**src/sv/vfc_pkg.sv**
```systemverilog
`default_nettype none
// ----------------------------------------------------------------------------
// vfc_pkg: shared types and constants of the vehicle footprint block
// Types of the pose and outline words, register indexes, the CORDIC arctangent
// table and the rounding helpers used by the pipeline.
// ----------------------------------------------------------------------------
package vfc_pkg;

    // default configuration of the block
    localparam int CORDIC_STAGES_DEF = 16;
    localparam int ANGLE_BITS_DEF    = 16;

    // field widths
    localparam int COORD_W = 32;
    localparam int DIM_W   = 24;
    localparam int HEAD_W  = 16;
    localparam int VEC_W   = 33;   // cordic x and y, Q30 with headroom
    localparam int TRIG_W  = 17;   // folded cosine and sine, Q1.15 plus sign room
    localparam int PROD_W  = 42;   // trig times dimension
    localparam int PT_W    = 52;   // corner coordinate in 2^-33 units

    // configuration register indexes
    localparam int CFG_IDX_W = 1;
    localparam logic [CFG_IDX_W-1:0] REG_CAR_LENGTH = 1'd0;
    localparam logic [CFG_IDX_W-1:0] REG_CAR_WIDTH  = 1'd1;

    localparam logic [DIM_W-1:0] CAR_LENGTH_RST = 24'd262144;
    localparam logic [DIM_W-1:0] CAR_WIDTH_RST  = 24'd131072;

    // corner codes
    localparam logic [1:0] IDX_TAIL_LEFT  = 2'd0;
    localparam logic [1:0] IDX_TAIL_RIGHT = 2'd1;
    localparam logic [1:0] IDX_HEAD_RIGHT = 2'd2;
    localparam logic [1:0] IDX_HEAD_LEFT  = 2'd3;

    // point counter codes, the closing point repeats the tail left corner
    localparam logic [2:0] PT_FIRST = 3'd0;
    localparam logic [2:0] PT_CLOSE = 3'd4;

    // start vector, 1/K in Q30
    localparam logic signed [VEC_W-1:0] INV_GAIN_Q30 = 33'sd652032875;

    // atan(2^-i) in units of 2^-32 turn
    localparam logic [31:0] ATAN_TURN32 [24] = '{
        32'd536870912, 32'd316933406, 32'd167458907, 32'd85004756,
        32'd42667331,  32'd21354465,  32'd10680862,  32'd5340245,
        32'd2670163,   32'd1335087,   32'd667544,    32'd333772,
        32'd166886,    32'd83443,     32'd41722,     32'd20861,
        32'd10430,     32'd5215,      32'd2608,      32'd1304,
        32'd652,       32'd326,       32'd163,       32'd81
    };

    typedef struct packed {
        logic signed [COORD_W-1:0] px;
        logic signed [COORD_W-1:0] py;
        logic [1:0]                quad;
    } vfc_pose_t;

    typedef struct packed {
        logic [3:0][COORD_W-1:0] cx;
        logic [3:0][COORD_W-1:0] cy;
    } vfc_outline_t;

    // rounded arctangent step for one stage at a given angle resolution
    function automatic logic [31:0] atan_step(input int stage, input int abits);
        logic [32:0] tmp;
        int          sh;
        sh  = 32 - abits;
        tmp = {1'b0, ATAN_TURN32[stage]} + (33'd1 << (sh - 1));
        return 32'(tmp >> sh);
    endfunction

    // round half up from 2^-33 to Q16.16 and clamp to 32 bits
    function automatic logic [COORD_W-1:0] round_sat(input logic signed [PT_W-1:0] v);
        logic signed [PT_W-1:0] r;
        r = (v + PT_W'(65536)) >>> 17;
        if (r > PT_W'(64'sd2147483647)) begin
            return 32'h7fff_ffff;
        end else if (r < -PT_W'(64'sd2147483648)) begin
            return 32'h8000_0000;
        end else begin
            return r[COORD_W-1:0];
        end
    endfunction

endpackage
`default_nettype wire

```
**src/sv/vfc_cordic_cell.sv**
```systemverilog
`default_nettype none
// ----------------------------------------------------------------------------
// vfc_cordic_cell: one rotation stage of the cosine and sine chain
// Rotates the vector by plus or minus atan(2^-STAGE) towards a zero residual
// angle and passes the pose word along with it.
// ----------------------------------------------------------------------------
module vfc_cordic_cell #(
    parameter int STAGE      = 0,
    parameter int ANGLE_BITS = vfc_pkg::ANGLE_BITS_DEF
) (
    input  wire logic                              aclk,
    input  wire logic                              aresetn,
    input  wire logic                              en,
    input  wire logic                              in_valid,
    input  wire logic signed [vfc_pkg::VEC_W-1:0]  in_x,
    input  wire logic signed [vfc_pkg::VEC_W-1:0]  in_y,
    input  wire logic signed [ANGLE_BITS:0]        in_z,
    input  wire vfc_pkg::vfc_pose_t                in_pose,
    output logic                                   out_valid,
    output logic signed [vfc_pkg::VEC_W-1:0]       out_x,
    output logic signed [vfc_pkg::VEC_W-1:0]       out_y,
    output logic signed [ANGLE_BITS:0]             out_z,
    output vfc_pkg::vfc_pose_t                     out_pose
);
    import vfc_pkg::*;

    localparam int ZW = ANGLE_BITS + 1;
    localparam logic signed [ZW-1:0] STEP = ZW'(atan_step(STAGE, ANGLE_BITS));

    logic                    valid_reg;
    logic signed [VEC_W-1:0] x_reg, x_next;
    logic signed [VEC_W-1:0] y_reg, y_next;
    logic signed [ZW-1:0]    z_reg, z_next;
    vfc_pose_t               pose_reg;
    logic signed [VEC_W-1:0] dx, dy;

    // one micro-rotation
    always_comb begin
        dx = in_y >>> STAGE;
        dy = in_x >>> STAGE;
        if (!in_z[ZW-1]) begin
            x_next = in_x - dx;
            y_next = in_y + dy;
            z_next = in_z - STEP;
        end else begin
            x_next = in_x + dx;
            y_next = in_y - dy;
            z_next = in_z + STEP;
        end
    end

    // valid flag
    always_ff @(posedge aclk) begin
        if (!aresetn) begin
            valid_reg <= 1'b0;
        end else if (en) begin
            valid_reg <= in_valid;
        end
    end

    // vector and pose word
    always_ff @(posedge aclk) begin
        if (en) begin
            x_reg    <= x_next;
            y_reg    <= y_next;
            z_reg    <= z_next;
            pose_reg <= in_pose;
        end
    end

    assign out_valid = valid_reg;
    assign out_x     = x_reg;
    assign out_y     = y_reg;
    assign out_z     = z_reg;
    assign out_pose  = pose_reg;

endmodule
`default_nettype wire

```
**config.mk**
```make
export PLATFORM = sky130hd
export DESIGN_NAME = vfc_cordic_cell
export DESIGN_NICKNAME = d
export VERILOG_FILES = /design/src/sv/vfc_pkg.sv /design/src/sv/vfc_cordic_cell.sv
export SDC_FILE = /design/constraint.sdc
export NUM_CORES = 1
export LEC_CHECK = 0
export BUFFER_PORTS_ARGS = -buffer_cell sky130_fd_sc_hd__buf_4
export CAP_MARGIN = 20
export CORE_MARGIN = 2
export CORE_UTILIZATION = 57
export DETAILED_ROUTE_END_ITERATION = 10
export PLACE_DENSITY_LB_ADDON = 0.15
export SYNTH_ARGS = -nofsm -noshare
export SYNTH_HDL_FRONTEND = slang
export SYNTH_SLANG_ARGS = --single-unit
```
**constraint.sdc**
```tcl
create_clock -name aclk -period 9 [get_ports aclk]
set_input_delay 2.25 -clock aclk [delete_from_list [all_inputs] [get_ports aclk]]
set_output_delay 2.25 -clock aclk [all_outputs]
set_load 0.02 [all_outputs]
```
# Word-level counts from Yosys, hierarchy flattened
# Index checks and enable logic that the tools add are counted.
# op_classes
add_sub_neg,5
muxes,3
# op_table
op,n
$mux 33,2
$sub 33x33->33,2
$add 33x33->33,1
$add 17x15->17 const B,1
$mux 17,1
$sub 17x15->17 const B,1
# word_totals
inputBits,153
regBits,150
output_inout_bits,150
word_cells,15

# Depth between registers and ports, before layout
# logic_depth
ltp_word,2
ltp_mapped,12
mapped_depth_nobuf,12

# Worst setup path after synthesis
# Ideal clock, no wire load.
# synth_timing
path_type,input -> register
start,in in_x[5] (netlist bit)
end,reg x_reg[32] (netlist: out_x[32]) (data pin)
t_arrival_ns,4.444
required_ns,8.739
setup_time_ns,0.261
path_slack_ns,4.295
path_stages,11
n_path_buf,1
cell_sequence,inv_1 ha_1 buf_6 and3_4 a221o_1 a21o_1 nor4b_2 nor3_1 o41ai_2 a21oi_1 a311o_1
# synth_between
elab_chain_len,2
word_cells_on_any_way,3
cone_classes,2 x add/sub; 1 x mux
# synth_lines
element,line_no,source
"start, declared",vfc_cordic_cell.sv:15,"input wire logic signed [vfc_pkg::VEC_W-1:0] in_x,"
$sub 33x33->33 / $add 33x33->33 (equally long branches),"vfc_cordic_cell.sv:42, vfc_cordic_cell.sv:46",
$mux 33 *,vfc_cordic_cell.sv:41,if (!in_z[ZW-1]) begin
named net x_next[32],vfc_cordic_cell.sv:31,"logic signed [VEC_W-1:0] x_reg, x_next;"
"end signal, assigned",vfc_cordic_cell.sv:64,x_reg <= x_next;
"end, declared",vfc_cordic_cell.sv:31,
# Mark *: on every way through the listed nets, which the timed path passes. The rest lies on a longest branch.
# A chain may end at the register's enable or synchronous reset.

# Worst setup path after layout
# layout_timing
start,in in_x[0] (netlist bit)
end,reg x_reg[30] (netlist: out_x[30]) (data pin)
# The elaborated chain is that of the path after synthesis.

==> flow_summary.json <==
{
  "status": "complete, but fails checks",
  "failed_checks": "design-rule violations",
  "top_sig_layer": "met4",
  "floorplan.die_area_um2": 19200,
  "asr_flop_ratio_synth": 0,
  "grt_pass1_wl_um": 52500,
  "hpwl_um": 26600,
  "slowest_delay_ps": 570,
  "num_io_pins": 303,
  "n_fill_cell": 1275,
  "postCtsSetupRepairBufs": 0,
  "timing.hold.ws_ps": 535,
  "static_leakage_power_uw": 0.00587,
  "slew-limit-headroom": 0.314,
  "synth-seq-cells": 149,
  "clk-insertion-delay-late_ps": 430,
  "path_class": "input port to register",
  "hold_viol": 0,
  "met2_wirelength_um": 17100,
  "critPathMaxFanout": 5,
  "number_of_gates_resized_after_cts": 0,
  "cp_num_buf_inv": 1,
  "finClkSkew_ps": 0,
  "hold_path.class": "register to register",
  "crit_path_start_kind": "input port",
  "fin_ws_ps": 3730,
  "drt_iter0_drc": 1128,
  "detailroute.via_count": 9489,
  "initial_core_util": 0.577,
  "synth.most_common_cell": "edfxtp_1",
  "cp.arrival_ps": 5460,
  "mappedNetlistArea_um2": 10300,
  "ys_top_cells_by_count": "edfxtp_1 (148), a21oi_1 (134), ha_1 (106), inv_1 (102), o21ai_0 (71)",
  "area_delta_synth_final_pct": 28.9,
  "cts_root_buffer": "clkbuf_16",
  "grt_util_all_layers": 0.355,
  "antenna_found_initial": 0,
  "synthesis.area_per_instance_um2": 10.0,
  "final-instance-count-excl-fill": 1550,
  "cts_bufs_inserted": 17,
  "placedCellCount": 1518,
  "first_global_vias": 9023,
  "final_period_utilization": 0.586,
  "irDropWorstVdd_mv": 0.165,
  "total_negative_setup_slack_ps": 0,
  "fp.dieW_um": 138,
  "yosys_warnings": 0,
  "grt_setup_unrepaired": "no",
  "synth.distinct_cells": 71,
  "achievable-frequency_ghz": 0.190,
  "clkSinkCount": 149,
  "synth_top_area_frac": 0.432,
  "worst_pin_slew_ps": 1030,
  "crit_required_ps": 9190,
  "num-nets-final": 1571,
  "cts.reportedPaths.clkPinSlew_ps": 80,
  "count_of_max_cap_constraint_violations": 0,
  "chain_of_cells_forming_the_critical_path": "buf_4 > ha_1 > fa_1 > nor2b_1 > o21ai_1 > nand3_1 > a31oi_1 > o2111ai_1 > a21oi_1 > nor2_1 > a311oi_1 > xor2_1",
  "layout-drive-gt1-share": 0.272,
  "wire_per_inst_um": 22.4,
  "chipHeight_um": 138,
  "critPathTopFamily": "compound AO/OA/AOI/OAI gates",
  "io_buffers": 302,
  "firstDrtPassIters": 11,
  "grt_overflow_total": 0,
  "clock_tree_from_tritoncts": "done",
  "seq_area_frac_synth": 0.434,
  "dr_wl_met3_um": 3250,
  "grt_max_degree": 81,
  "synth_ff_type": "edfxtp_1",
  "timing.final.setup_violations": 0,
  "synth_area_leaders": "edfxtp_1 (43%), ha_1 (13%), a21oi_1 (6.5%)",
  "final_cell_area_um2": 13300,
  "htree_levels": 4,
  "power.density_nw_per_um2": 180,
  "synthesis.nets": 1290,
  "wirelength_met1_um": 13000,
  "antenna-diode-count": 0,
  "globalplace.congestion": 1.02,
  "synth_enable_flop_cells": 148,
  "total_routed_wirelength_um": 34800,
  "placement_rows": 49,
  "post-route-drc-count": 1,
  "drt.antenna.violating_nets": 0,
  "final_max_slew_viol_count": 0,
  "cts-root-to-sink-buffers": 2,
  "cpMaxStageDelayCell": "a31oi_1",
  "dpl_cell_area_um2": 12700,
  "core_region_area_um2": 17800,
  "critical_path.endpoint_type": "register",
  "synth_largest_area_cell": "edfxtp_1",
  "post_synth_inst_count": 1027,
  "cts_hold_buf": 0,
  "period_minus_slack_ps": 5270,
  "place_ws_ps": 3470,
  "avgViaCountPerCell": 6.12
}
[sequential cells by signal, indices dropped and copies added, names as in the netlist]
name	cells
out_pose	66
out_x	33
out_y	32
out_z	17
out_valid	1
[logic make-up after synthesis]
logic type               count (synthesis)  share of synthesized area
AO/OA/AOI/OAI                          334                      0.206
buffers and inverters                  150                     0.0593
XOR/XNOR                                63                     0.0536
flip-flops                             149                      0.434
multiplexers                            15                     0.0146
AND/OR/NAND/NOR                        206                     0.0964
adder cells (fa/ha/maj)                110                      0.137
[worst paths after layout]
kind | start | to | slack [ps] | depth (start not counted)
min | out_valid | out_valid | 540 | 2
max | in_x[0] | out_x[30] | 3730 | 12
max reg2reg | out_valid | out_valid | 8390 | 2
min reg2reg | out_valid | out_valid | 540 | 2
[placed cells by master, fill, tap and decap left out, types with 12 or more instances in the layout]
cell / count
a21o_1: 20
a21oi_1: 134
buf_4: 303
clkbuf_16: 17
edfxtp_1: 148
ha_1: 106
inv_1: 102
mux2i_1: 15
nand2_1: 45
nand3_1: 16
nand4_1: 12
nor2_1: 70
nor2b_1: 12
nor3_1: 15
o21ai_0: 71
o31ai_1: 16
xnor2_1: 52
[metrics by stage]
stage	util	power, µW
3_5_place_dp	0.710	1650
4_1_cts	0.744	2380
6_report	0.744	2390
3_3_place_gp	0.710	1640
2_1_floorplan	-	1340
5_1_grt	0.744	2470
[tightest hold or removal path, stage by stage (launching register included)]
cell	delay, ps
dfxtp_1	330
mux2i_1	70
nor2b_1	100
[cell type report]
type | count | area (µm²) | share of cell area
clock buffers | 17 | 425 | 0.0321
clock inverters | 15 | 180 | 0.0136
inverters | 108 | 405 | 0.0306
multi-input cells | 728 | 5220 | 0.393
flip-flops and latches | 149 | 4460 | 0.336
well taps | 229 | 287 | 0.0216
repair buffers | 304 | 2290 | 0.172
[power by group]
group	total, µW	leakage (µW)	internal [µW]	switching [µW]
clock network	730	0.000292	376	354
registers	900	0.00146	871	28.8
logic	757	0.00413	292	465
[per-layer routing]
layer	up-vias	GRT usage
li1	4284	-
met1	4460	0.444
met2	635	0.603
met3	110	0.0710
met4	0	0.150
met5	-	0
Power figures use the tool's default switching activity.
