--- config.mk ---
export PLATFORM = sky130hd
export DESIGN_NAME = vfc_outline_ser
export DESIGN_NICKNAME = d
export VERILOG_FILES = /design/src/sv/vfc_pkg.sv /design/src/sv/vfc_outline_ser.sv
export SDC_FILE = /design/constraint.sdc
export NUM_CORES = 1
export LEC_CHECK = 0
export ABC_AREA = 1
export BUFFER_PORTS_ARGS = -buffer_cell sky130_fd_sc_hd__buf_4
export CELL_PAD_IN_SITES_DETAIL_PLACEMENT = 1
export CELL_PAD_IN_SITES_GLOBAL_PLACEMENT = 1
export CORE_MARGIN = 2
export CORE_UTILIZATION = 30
export CTS_BUF_LIST = sky130_fd_sc_hd__clkbuf_4
export CTS_CLUSTER_SIZE = 14
export DETAILED_ROUTE_END_ITERATION = 7
export GPL_ROUTABILITY_DRIVEN = 0
export GPL_TIMING_DRIVEN = 0
export PLACE_DENSITY_LB_ADDON = 0.1
export SETUP_SLACK_MARGIN = 0.05
export SYNTH_ARGS = -nofsm -noshare
export SYNTH_HDL_FRONTEND = slang
export SYNTH_SLANG_ARGS = --single-unit
--- constraint.sdc ---
create_clock -name aclk -period 21.3 [get_ports aclk]
set_clock_uncertainty 0.1 [all_clocks]
set_input_delay 0 -clock aclk [delete_from_list [all_inputs] [get_ports aclk]]
set_output_delay 0 -clock aclk [all_outputs]
set_load 0.01 [all_outputs]
--- src/sv/vfc_pkg.sv ---
`default_nettype none
// ----------------------------------------------------------------------------
// vfc_pkg: shared types and constants of the vehicle footprint block
// Types of the pose and outline words, register indexes, the CORDIC arctangent
// table and the rounding helpers used by the pipeline.
// ----------------------------------------------------------------------------
package vfc_pkg;

    // default configuration of the block
    localparam int CORDIC_STAGES_DEF = 16;
    localparam int ANGLE_BITS_DEF    = 16;

    // field widths
    localparam int COORD_W = 32;
    localparam int DIM_W   = 24;
    localparam int HEAD_W  = 16;
    localparam int VEC_W   = 33;   // cordic x and y, Q30 with headroom
    localparam int TRIG_W  = 17;   // folded cosine and sine, Q1.15 plus sign room
    localparam int PROD_W  = 42;   // trig times dimension
    localparam int PT_W    = 52;   // corner coordinate in 2^-33 units

    // configuration register indexes
    localparam int CFG_IDX_W = 1;
    localparam logic [CFG_IDX_W-1:0] REG_CAR_LENGTH = 1'd0;
    localparam logic [CFG_IDX_W-1:0] REG_CAR_WIDTH  = 1'd1;

    localparam logic [DIM_W-1:0] CAR_LENGTH_RST = 24'd262144;
    localparam logic [DIM_W-1:0] CAR_WIDTH_RST  = 24'd131072;

    // corner codes
    localparam logic [1:0] IDX_TAIL_LEFT  = 2'd0;
    localparam logic [1:0] IDX_TAIL_RIGHT = 2'd1;
    localparam logic [1:0] IDX_HEAD_RIGHT = 2'd2;
    localparam logic [1:0] IDX_HEAD_LEFT  = 2'd3;

    // point counter codes, the closing point repeats the tail left corner
    localparam logic [2:0] PT_FIRST = 3'd0;
    localparam logic [2:0] PT_CLOSE = 3'd4;

    // start vector, 1/K in Q30
    localparam logic signed [VEC_W-1:0] INV_GAIN_Q30 = 33'sd652032875;

    // atan(2^-i) in units of 2^-32 turn
    localparam logic [31:0] ATAN_TURN32 [24] = '{
        32'd536870912, 32'd316933406, 32'd167458907, 32'd85004756,
        32'd42667331,  32'd21354465,  32'd10680862,  32'd5340245,
        32'd2670163,   32'd1335087,   32'd667544,    32'd333772,
        32'd166886,    32'd83443,     32'd41722,     32'd20861,
        32'd10430,     32'd5215,      32'd2608,      32'd1304,
        32'd652,       32'd326,       32'd163,       32'd81
    };

    typedef struct packed {
        logic signed [COORD_W-1:0] px;
        logic signed [COORD_W-1:0] py;
        logic [1:0]                quad;
    } vfc_pose_t;

    typedef struct packed {
        logic [3:0][COORD_W-1:0] cx;
        logic [3:0][COORD_W-1:0] cy;
    } vfc_outline_t;

    // rounded arctangent step for one stage at a given angle resolution
    function automatic logic [31:0] atan_step(input int stage, input int abits);
        logic [32:0] tmp;
        int          sh;
        sh  = 32 - abits;
        tmp = {1'b0, ATAN_TURN32[stage]} + (33'd1 << (sh - 1));
        return 32'(tmp >> sh);
    endfunction

    // round half up from 2^-33 to Q16.16 and clamp to 32 bits
    function automatic logic [COORD_W-1:0] round_sat(input logic signed [PT_W-1:0] v);
        logic signed [PT_W-1:0] r;
        r = (v + PT_W'(65536)) >>> 17;
        if (r > PT_W'(64'sd2147483647)) begin
            return 32'h7fff_ffff;
        end else if (r < -PT_W'(64'sd2147483648)) begin
            return 32'h8000_0000;
        end else begin
            return r[COORD_W-1:0];
        end
    endfunction

endpackage
`default_nettype wire

--- src/sv/vfc_outline_ser.sv ---
`default_nettype none
// ----------------------------------------------------------------------------
// vfc_outline_ser: outline to point words
// Holds one outline and sends its five points, the closing one repeating the
// tail left corner.
// ----------------------------------------------------------------------------
module vfc_outline_ser (
    input  wire logic                          aclk,
    input  wire logic                          aresetn,
    input  wire logic                          load_valid,
    input  wire vfc_pkg::vfc_outline_t         load_outline,
    output logic                               can_load,
    output logic                               m_valid,
    input  wire logic                          m_ready,
    output logic [vfc_pkg::COORD_W-1:0]        m_corner_x,
    output logic [vfc_pkg::COORD_W-1:0]        m_corner_y,
    output logic [1:0]                         m_corner_index,
    output logic                               m_last_point
);
    import vfc_pkg::*;

    logic         busy_reg, busy_next;
    logic [2:0]   count_reg, count_next;
    vfc_outline_t outline_reg;
    logic         take, last;
    logic [1:0]   idx;

    assign last     = (count_reg == PT_CLOSE);
    assign take     = busy_reg && m_ready;
    assign can_load = !busy_reg || (take && last);

    // point counter
    always_comb begin
        busy_next  = busy_reg;
        count_next = count_reg;
        if (load_valid && can_load) begin
            busy_next  = 1'b1;
            count_next = PT_FIRST;
        end else if (take) begin
            if (last) begin
                busy_next = 1'b0;
            end else begin
                count_next = count_reg + 3'd1;
            end
        end
    end

    always_ff @(posedge aclk) begin
        if (!aresetn) begin
            busy_reg  <= 1'b0;
            count_reg <= PT_FIRST;
        end else begin
            busy_reg  <= busy_next;
            count_reg <= count_next;
        end
    end

    // outline store
    always_ff @(posedge aclk) begin
        if (load_valid && can_load) begin
            outline_reg <= load_outline;
        end
    end

    // point select
    assign idx            = last ? IDX_TAIL_LEFT : count_reg[1:0];
    assign m_valid        = busy_reg;
    assign m_corner_x     = outline_reg.cx[idx];
    assign m_corner_y     = outline_reg.cy[idx];
    assign m_corner_index = idx;
    assign m_last_point   = last;

endmodule
`default_nettype wire

==> impl_metrics.csv, run 1 <==
group,metric,value,unit
floorplan,die_w,188,µm
cts,htreeDepth,3,
outcome,stop_stage,"clock tree synthesis (4_1_cts)",
floorplan,die_h,188,µm
cts,cts_buffers,78,
floorplan,initial_core_util,30.4,%
placed_design,port_buffers,328,
synth,ys_types,19,
synth,yosysWarnings,0,
cts,postCtsSetupBuffers,0,
outcome,status,"aborted with a tool error",
synth,synth_seq_cells,260,
placed_design,hpwl,21100,µm
cts,numClockSinks,260,
cts,clockBufferDepth,3,
floorplan,pin_count,329,
outcome,tool.error,"[ERROR RSZ-0060] Max buffer count reached.",
synth,syn_avg_cell_area,13.0,µm²
synth,ys_seq_area_share,76.4,%
cts,holdBufCountCts,340,
floorplan,rows,67,
synth,syn_nets,1045,
cts,cts_resized,0,
cts,cts_root_buf,"clkbuf_4",
synth,synth.top_cells.by_area,"edfxtp_1 76%, nand2_1 9.9%, o21ai_0 5.4%",
synth,yosysTopAreaCell,"edfxtp_1",
synth,yosysTopAreaCellShare,75.6,%
synth,syn_area,10200,µm²
synth,synthCells,783,
[cell families after synthesis]
group,count (synthesis),synth area share (%)
and+or+nand+nor,342,14.4
DFF,260,76.4
AOI/OAI and AO/OA,129,6.37
buffers and inverters,50,2.62
adders and majority gates,2,0.246
[synth_stat cells]
| cell type | n |
|---|---|
| buf_6 | 6 |
| inv_1 | 6 |
| clkbuf_2 | 5 |
| nand2_2 | 1 |
| inv_2 | 2 |
| nand2_1 | 267 |
| nor2_1 | 4 |
| nand3_1 | 4 |
| ha_1 | 2 |
| buf_2 | 22 |
| a21boi_0 | 1 |
| or2_2 | 64 |
| o21ai_1 | 19 |
| dfxtp_1 | 4 |
| nor2_4 | 1 |
| o21ai_0 | 109 |
| nand4_1 | 1 |
| clkbuf_1 | 9 |
| edfxtp_1 | 256 |
[metrics by stage]
step                      instance area (µm²)  std cells  setup WS (ns)
after floorplan                         10200        783          14.43
after global placement                  13200       1559          11.50
after detailed placement                13300       1561          17.62
==> run 2, diff against run 1 <==
==> config.mk (replaced) <==
export PLATFORM = sky130hd
export DESIGN_NAME = vfc_outline_ser
export DESIGN_NICKNAME = d
export VERILOG_FILES = /design/src/sv/vfc_pkg.sv /design/src/sv/vfc_outline_ser.sv
export SDC_FILE = /design/constraint.sdc
export NUM_CORES = 1
export LEC_CHECK = 0
export ABC_AREA = 1
export BUFFER_PORTS_ARGS = -buffer_cell sky130_fd_sc_hd__buf_4
export CORE_MARGIN = 2
export CORE_UTILIZATION = 20
export DETAILED_ROUTE_END_ITERATION = 7
export GPL_ROUTABILITY_DRIVEN = 0
export GPL_TIMING_DRIVEN = 0
export PLACE_DENSITY_LB_ADDON = 0.15
export SYNTH_ARGS = -nofsm -noshare
export SYNTH_HDL_FRONTEND = slang
export SYNTH_SLANG_ARGS = --single-unit
==> impl_metrics.csv, run 2 <==
group,metric,value,unit
outcome,status,"completed",
setup_path,cp_max_fo,10,
synth,synth_seq_cells,260,
floorplan,initial_core_util,20.3,%
placed_design,hpwl,22600,µm
floorplan,core_area,50200,µm²
synth,ys_async_sr_fraction,0,%
flow_run,max_cap_violations,0,
synth,synthCells,783,
synth,yosysWarnings,0,
min_path,hold_class,"primary input to flop",
global_routing,antenna_found_initial,0,
cts,htreeDepth,2,
synth,ys.flop_type,"edfxtp_1",
global_routing,grt_pass1_vias,8615,
sta,setup_viol,0,
synth,synth_commonest_cells,"267 x nand2_1, 256 x edfxtp_1, 109 x o21ai_0",
cts,cts_buffers,35,
setup_path,r2r_end,"outline_reg[98]",
pwr,peakVddDrop,0.0550,mV
synth,syn_avg_cell_area,13.0,µm²
layout,largest_reg_flops,256,
detailed_routing,drc,0,
layout,nNetsFinal,1673,
sta,rsz0062_at_grt,"false",
detailed_routing,route.final.wire_length,34000,µm
setup_path,path_class,"flop to output pin",
detailed_routing,final_antenna_net_count,0,
setup_path,startpoint_type,"flop",
pwr,seq_power_share,46.4,%
floorplan,die_area,52700,µm²
setup_path,crit_required,21.20,ns
global_routing,grt_use_total,12.8,%
cts,clk-insertion-delay-late,0.53,ns
sta,slew_viol_final,0,
pwr,swShare,22.2,%
detailed_routing,viasPerCell,3.76,
synth,synth.top_cells.by_area,"edfxtp_1 76%, nand2_1 9.9%, o21ai_0 5.4%",
sta,relSlewSlack,50.5,%
sta,whs,0.0825,ns
pwr,internal_power,1.02,mW
synth,yosysTopAreaCell,"edfxtp_1",
setup_path,r2r-start,"count_reg[0]",
cts,cts_root_buf,"clkbuf_16",
setup_path,rr_worst_depth,9,
layout,final_common_cell,"buf_4",
global_routing,overflow,0,
cts,clockBufferDepth,3,
sta,fin_crit,3.32,ns
sta,setup_tns,0,ns
global_routing,grt_max_degree,122,
detailed_routing,drtPass1Iterations,4,
sta,fin_crit_sh,15.6,%
setup_path,max_stage_delay,0.51,ns
pwr,comb_power_share,12.0,%
cts,tritoncts,"yes",
pwr,power_per_cell_area,76.3,nW/µm²
synth,ys_types,19,
pwr,switching_power,0.291,mW
sta,clock.fmax,0.301,GHz
sta,tightest_slew,0.743,ns
detailed_routing,wl_per_cell,16.2,µm
cts,cts_resized,0,
detailed_routing,first_iter_violations,309,
global_routing,grt_pass1_wl,50700,µm
synth,syn_nets,1045,
pwr,clock_power_share,41.6,%
pwr,leakage,6.90,nW
placed_design,port_buffers,328,
sta,hold_viol,0,
setup_path,cp.arrival,3.23,ns
synth,synth-edff-count,256,
layout,antennaDiodeCount,0,
layout,layout-drive-gt1-share,33.0,%
floorplan,die_w,229,µm
min_path,whs_path_depth,2,
floorplan,pin_count,329,
setup_path,worstPathCellList,"inv_2 > buf_2 > buf_2 > ha_1 > nand2_2 > inv_2 > nor2_4 > clkbuf_1 > o21ai_0 > buf_4",
synth,yosysTopAreaCellShare,75.6,%
setup_path,cp_slowest_cell,"clkbuf_1",
min_path,hold_end,"outline_reg[152]",
cts,numClockSinks,260,
setup_path,r2r_slack,18.00,ns
setup_path,end_kind,"output pin",
synth,syn_area,10200,µm²
synth,ys_seq_area_share,76.4,%
floorplan,die_h,229,µm
floorplan,rows,82,
cts,clk_pin_slew,0.05,ns
layout,mostFrequentLayoutCells,"328 x buf_4, 267 x nand2_1, 261 x dlygate4sd3_1",
synth,yosysMostFrequentCell,"nand2_1",
detailed_routing,num_vias,7918,
layout,syn2layout_area_growth,69.0,%
min_path,worstHoldStart,"load_outline[152]",
==> run 2: cell counts after synthesis <==
No cell type changed its count.
==> run 2: worst max-delay path, delay by kind of cell (launching register included) <==
kind,cells,cell delay (ns)
buf+inv,6,1.48
fa+ha+maj,1,0.26
flops,1,0.42
simple gates,2,0.26
compound gates,1,0.27
==> run 2: final cells by class <==
type                       instances  area (µm²)
tap                              672         841
clock inverter                     8        62.6
inverter                           8        37.5
buffer                            42         236
fill                            5031       33000
multi-input combinational        473        2130
timing repair buffer             591        5130
sequential                       260        7770
clock buffer                      50         975
==> run 2: power groups by stage <==
| stage | Sequential (mW) | Clock [mW] | Combinational (mW) |
|---|---|---|---|
| after floorplan | 0.624 | 0 | 0.0451 |
| after global placement | 0.630 | 0 | 0.116 |
| after detailed placement | 0.618 | 0 | 0.119 |
| after CTS | 0.608 | 0.569 | 0.161 |
| after global routing | 0.611 | 0.586 | 0.172 |
| final | 0.608 | 0.545 | 0.158 |
==> run 2: repair_timing <==
item	in CTS	in global routing
endpoints found under the hold margin	260	0
endpoints found under the setup margin	0	0
hold buffers	261	0
buffers inserted	0	0
==> run 2: logic make-up (layout without fill, tap and decap cells) <==
| group | after synthesis | count (layout) | share of synthesized area (%) |
|---|---|---|---|
| AND/OR/NAND/NOR | 342 | 342 | 14.4 |
| flip-flops | 260 | 260 | 76.4 |
| AO/OA/AOI/OAI | 129 | 129 | 6.37 |
| buffers and inverters | 50 | 699 | 2.62 |
| adder cells (fa/ha/maj) | 2 | 2 | 0.246 |
==> run 2: how the worst max path moves through the flow <==
stage / start / to / slack (ns) / cells past startpoint
after floorplan: count_reg[0] / outline_reg[0] / 14.43 / 8
after global placement: count_reg[0] / outline_reg[4] / 10.93 / 8
after detailed placement: count_reg[0] / outline_reg[66] / 17.94 / 9
after CTS: count_reg[0] / m_corner_x[19] / 17.82 / 10
after global routing: count_reg[0] / m_corner_x[10] / 17.73 / 10
final: count_reg[0] / m_corner_x[9] / 17.98 / 10
==> run 2: metal layers <==
layer | global-route usage [%] | share of wire [%] | vias to the layer above | wire length [µm]
met3 | 2.75 | 4.6 | 44 | 1550
met1 | 14.7 | 41 | 3714 | 14100
met4 | 4.10 | 2.0 | 0 | 682
li1 | - | - | 3987 | -
met5 | 0 | 0 | - | 0
met2 | 23.4 | 52 | 173 | 17700
==> run 2: through the flow <==
step | util (%) | area, µm² | total power [mW] | setup WS [ns] | std cells
after floorplan | - | 10200 | 0.669 | 14.43 | 783
after global placement | 26.9 | 13500 | 0.746 | 10.93 | 1783
after detailed placement | 27.0 | 13500 | 0.737 | 17.94 | 1785
final | 34.3 | 17200 | 1.31 | 17.98 | 2104
after global routing | 34.3 | 17200 | 1.37 | 17.73 | 2104
after CTS | 34.3 | 17200 | 1.34 | 17.82 | 2104
(Power assumes the default switching activity.)
==> run 3, diff against run 2 <==
--- a/config.mk
+++ b/config.mk
@@ -5,7 +5,7 @@
 export SDC_FILE = /design/constraint.sdc
 export NUM_CORES = 1
 export LEC_CHECK = 0
-export ABC_AREA = 1
+export ABC_AREA = 0
 export BUFFER_PORTS_ARGS = -buffer_cell sky130_fd_sc_hd__buf_4
 export CORE_MARGIN = 2
 export CORE_UTILIZATION = 20
==> constraint.sdc (replaced) <==
create_clock -name aclk -period 2.79 [get_ports aclk]
set_clock_uncertainty 0.1 [all_clocks]
set_input_delay 0 -clock aclk [delete_from_list [all_inputs] [get_ports aclk]]
set_output_delay 0 -clock aclk [all_outputs]
set_load 0.01 [all_outputs]
==> impl_metrics.csv, run 3 <==
group,metric,value,unit
sta,finalWorstSetupSlack,0.205,ns
cts,cts_buffers,34,
cts,htreeDepth,2,
setup_path,end_kind,"output pin",
synth,yosysMostFrequentCell,"edfxtp_1",
synth,synth.top_cells.by_area,"edfxtp_1 81%, mux4_2 15%, buf_12 0.84%",
detailed_routing,final_antenna_net_count,0,
synth,yosysWarnings,0,
setup_path,cp.arrival,2.49,ns
placed_design,placedInstanceArea,13000,µm²
layout,layout-drive-gt1-share,46.6,%
cts,numClockSinks,260,
detailed_routing,first_iter_violations,240,
cts,cts_root_buf,"clkbuf_16",
layout,fin_util,35.7,%
pwr,seq_power_share,45.5,%
global_routing,antenna_found_initial,2,
detailed_routing,num_vias,6131,
floorplan,die_area,49400,µm²
setup_path,path_class,"flop to output pin",
synth,yosysTopAreaCell,"edfxtp_1",
sta,rsz0062_at_grt,"false",
pwr,leakage,6.33,nW
pwr,clock_power_share,43.7,%
global_routing,overflow,0,
synth,yosysTopAreaCellShare,80.6,%
detailed_routing,viasPerCell,3.72,
cts,clk-insertion-delay-late,0.53,ns
pwr,swShare,20.6,%
placed_design,hpwl,17900,µm
layout,largest_reg_flops,256,
layout,fin_area,16900,µm²
synth,ys_types,22,
detailed_routing,wl_per_cell,16.3,µm
sta,slew_viol_final,0,
outcome,status,"completed",
synth,synth_seq_cells,260,
pwr,internal_power,8.03,mW
sta,relSlewSlack,72.4,%
sta,setup_viol,0,
synth,ys.flop_type,"edfxtp_1",
layout,final_common_cell,"buf_4",
global_routing,grt_pass1_wl,40500,µm
setup_path,crit_required,2.69,ns
synth,synth_commonest_cells,"256 x edfxtp_1, 64 x mux4_2, 7 x buf_6",
pwr,comb_power_share,10.8,%
sta,clock.fmax,0.387,GHz
layout,mostFrequentLayoutCells,"336 x buf_4, 261 x dlygate4sd3_1, 256 x edfxtp_1",
min_path,hold_class,"primary input to flop",
cts,clk_pin_slew,0.06,ns
setup_path,cp_max_fo,10,
layout,syn2layout_area_growth,77.4,%
floorplan,die_w,222,µm
floorplan,die_h,222,µm
pwr,switching_power,2.08,mW
synth,ys_async_sr_fraction,0,%
global_routing,grt_use_total,10.9,%
flow_run,max_cap_violations,0,
sta,hold_viol,0,
synth,synthCells,364,
detailed_routing,drtPass1Iterations,4,
floorplan,rows,80,
global_routing,grt_max_degree,29,
sta,setup_tns,0,ns
synth,ys_seq_area_share,81.5,%
pwr,peakVddDrop,0.425,mV
synth,syn_area,9530,µm²
synth,syn_nets,626,
sta,fin_crit,2.59,ns
placed_design,place_ws,-0.229,ns
cts,tritoncts,"yes",
placed_design,port_buffers,328,
setup_path,startpoint_type,"flop",
synth,synth-edff-count,256,
pwr,power_per_cell_area,598,nW/µm²
synth,syn_avg_cell_area,26.2,µm²
layout,nNetsFinal,1269,
floorplan,initial_core_util,20.1,%
cts,clockBufferDepth,3,
detailed_routing,drc,0,
floorplan,core_area,47300,µm²
detailed_routing,route.final.wire_length,26800,µm
floorplan,pin_count,329,
sta,fin_crit_sh,92.7,%
global_routing,grt_pass1_vias,6955,
sta,tightest_slew,0.414,ns
==> run 3: cell types whose count changed after synthesis, sizes merged, moves of 3 or more <==
cell and change:
nand2 -264, o21ai -126, mux4 +64, or2 -64
clkbuf -14, buf -13, inv -4, a21oi +3
nand3 -3, nor2 -3
==> run 3: per-stage QoR <==
step | instances | hold WS [ns] | power, mW
global route | 1646 | 0.0624 | 10.6
finish | 1646 | 0.0846 | 10.1
floorplan | 364 | -0.00113 | 4.97
CTS | 1642 | 0.0348 | 10.3
detailed placement | 1317 | 0.0794 | 5.48
global placement | 1307 | 0.0778 | 5.47
==> run 3: final timing paths <==
| check | to | start | cells after the start | slack (ns) |
|---|---|---|---|---|
| min | outline_reg[53] | load_outline[53] | 2 | 0.08 |
| min reg2reg | count_reg[2] | count_reg[2] | 1 | 0.47 |
| max reg2reg | outline_reg[183] | count_reg[0] | 10 | 0.41 |
| max | m_corner_y[14] | count_reg[0] | 11 | 0.20 |
==> run 3: cells by family (layout without fill, tap and decap cells) <==
group	after synthesis	in the layout	share of synthesized area, %
compound gates	9	9	0.578
mux	64	64	15.1
simple gates	10	10	0.525
buf+inv	19	684	2.03
fa+ha+maj	2	2	0.262
flops	260	260	81.5
other cells	0	2	0
==> run 3: power by group through the flow <==
| stage | Sequential, mW | Clock (mW) | Combinational, mW |
|---|---|---|---|
| 5_1_grt | 4.62 | 4.76 | 1.18 |
| 2_1_floorplan | 4.70 | 0 | 0.276 |
| 4_1_cts | 4.60 | 4.61 | 1.11 |
| 3_3_place_gp | 4.74 | 0 | 0.739 |
| 6_report | 4.60 | 4.41 | 1.10 |
| 3_5_place_dp | 4.68 | 0 | 0.794 |
==> run 3: final cells by class <==
| class | count | area [µm²] |
|---|---|---|
| inverter | 4 | 17.5 |
| clock buffer | 41 | 941 |
| clock inverter | 17 | 184 |
| antenna | 2 | 5.00 |
| sequential | 260 | 7770 |
| timing repair buffer | 607 | 5360 |
| fill | 4535 | 30400 |
| tap | 615 | 769 |
| multi-input combinational | 85 | 1620 |
| buffer | 15 | 249 |
==> run 3: layer usage <==
layer / wire (µm) / vias to the layer above / share of wire, % / track usage (%)
met5: 0 / - / 0 / 0
met4: 772 / 0 / 2.9 / 4.49
met3: 1720 / 51 / 6.4 / 3.31
met2: 13600 / 202 / 51 / 18.5
met1: 10800 / 3004 / 40 / 12.7
li1: - / 2874 / - / -
==> run 3: timing repair <==
| item | 4_1_cts | 5_1_grt |
|---|---|---|
| cloned | 1 | 0 |
| resized for setup | 2 | 16 |
| pin swaps | 1 | 1 |
| hold buffers | 261 | 0 |
| setup endpoints to repair | 108 | 63 |
| buffers inserted | 5 | 2 |
| endpoints found under the hold margin | 292 | 0 |
==> run 3: critical path: stages (launching register included) <==
cell and delay (ns):
dfxtp_2 0.34, buf_6 0.13, buf_12 0.11, inv_4 0.03
ha_4 0.16, nand2_2 0.10, inv_2 0.08, nor2_4 0.18
buf_12 0.18, buf_12 0.15, mux4_2 0.30, buf_4 0.17
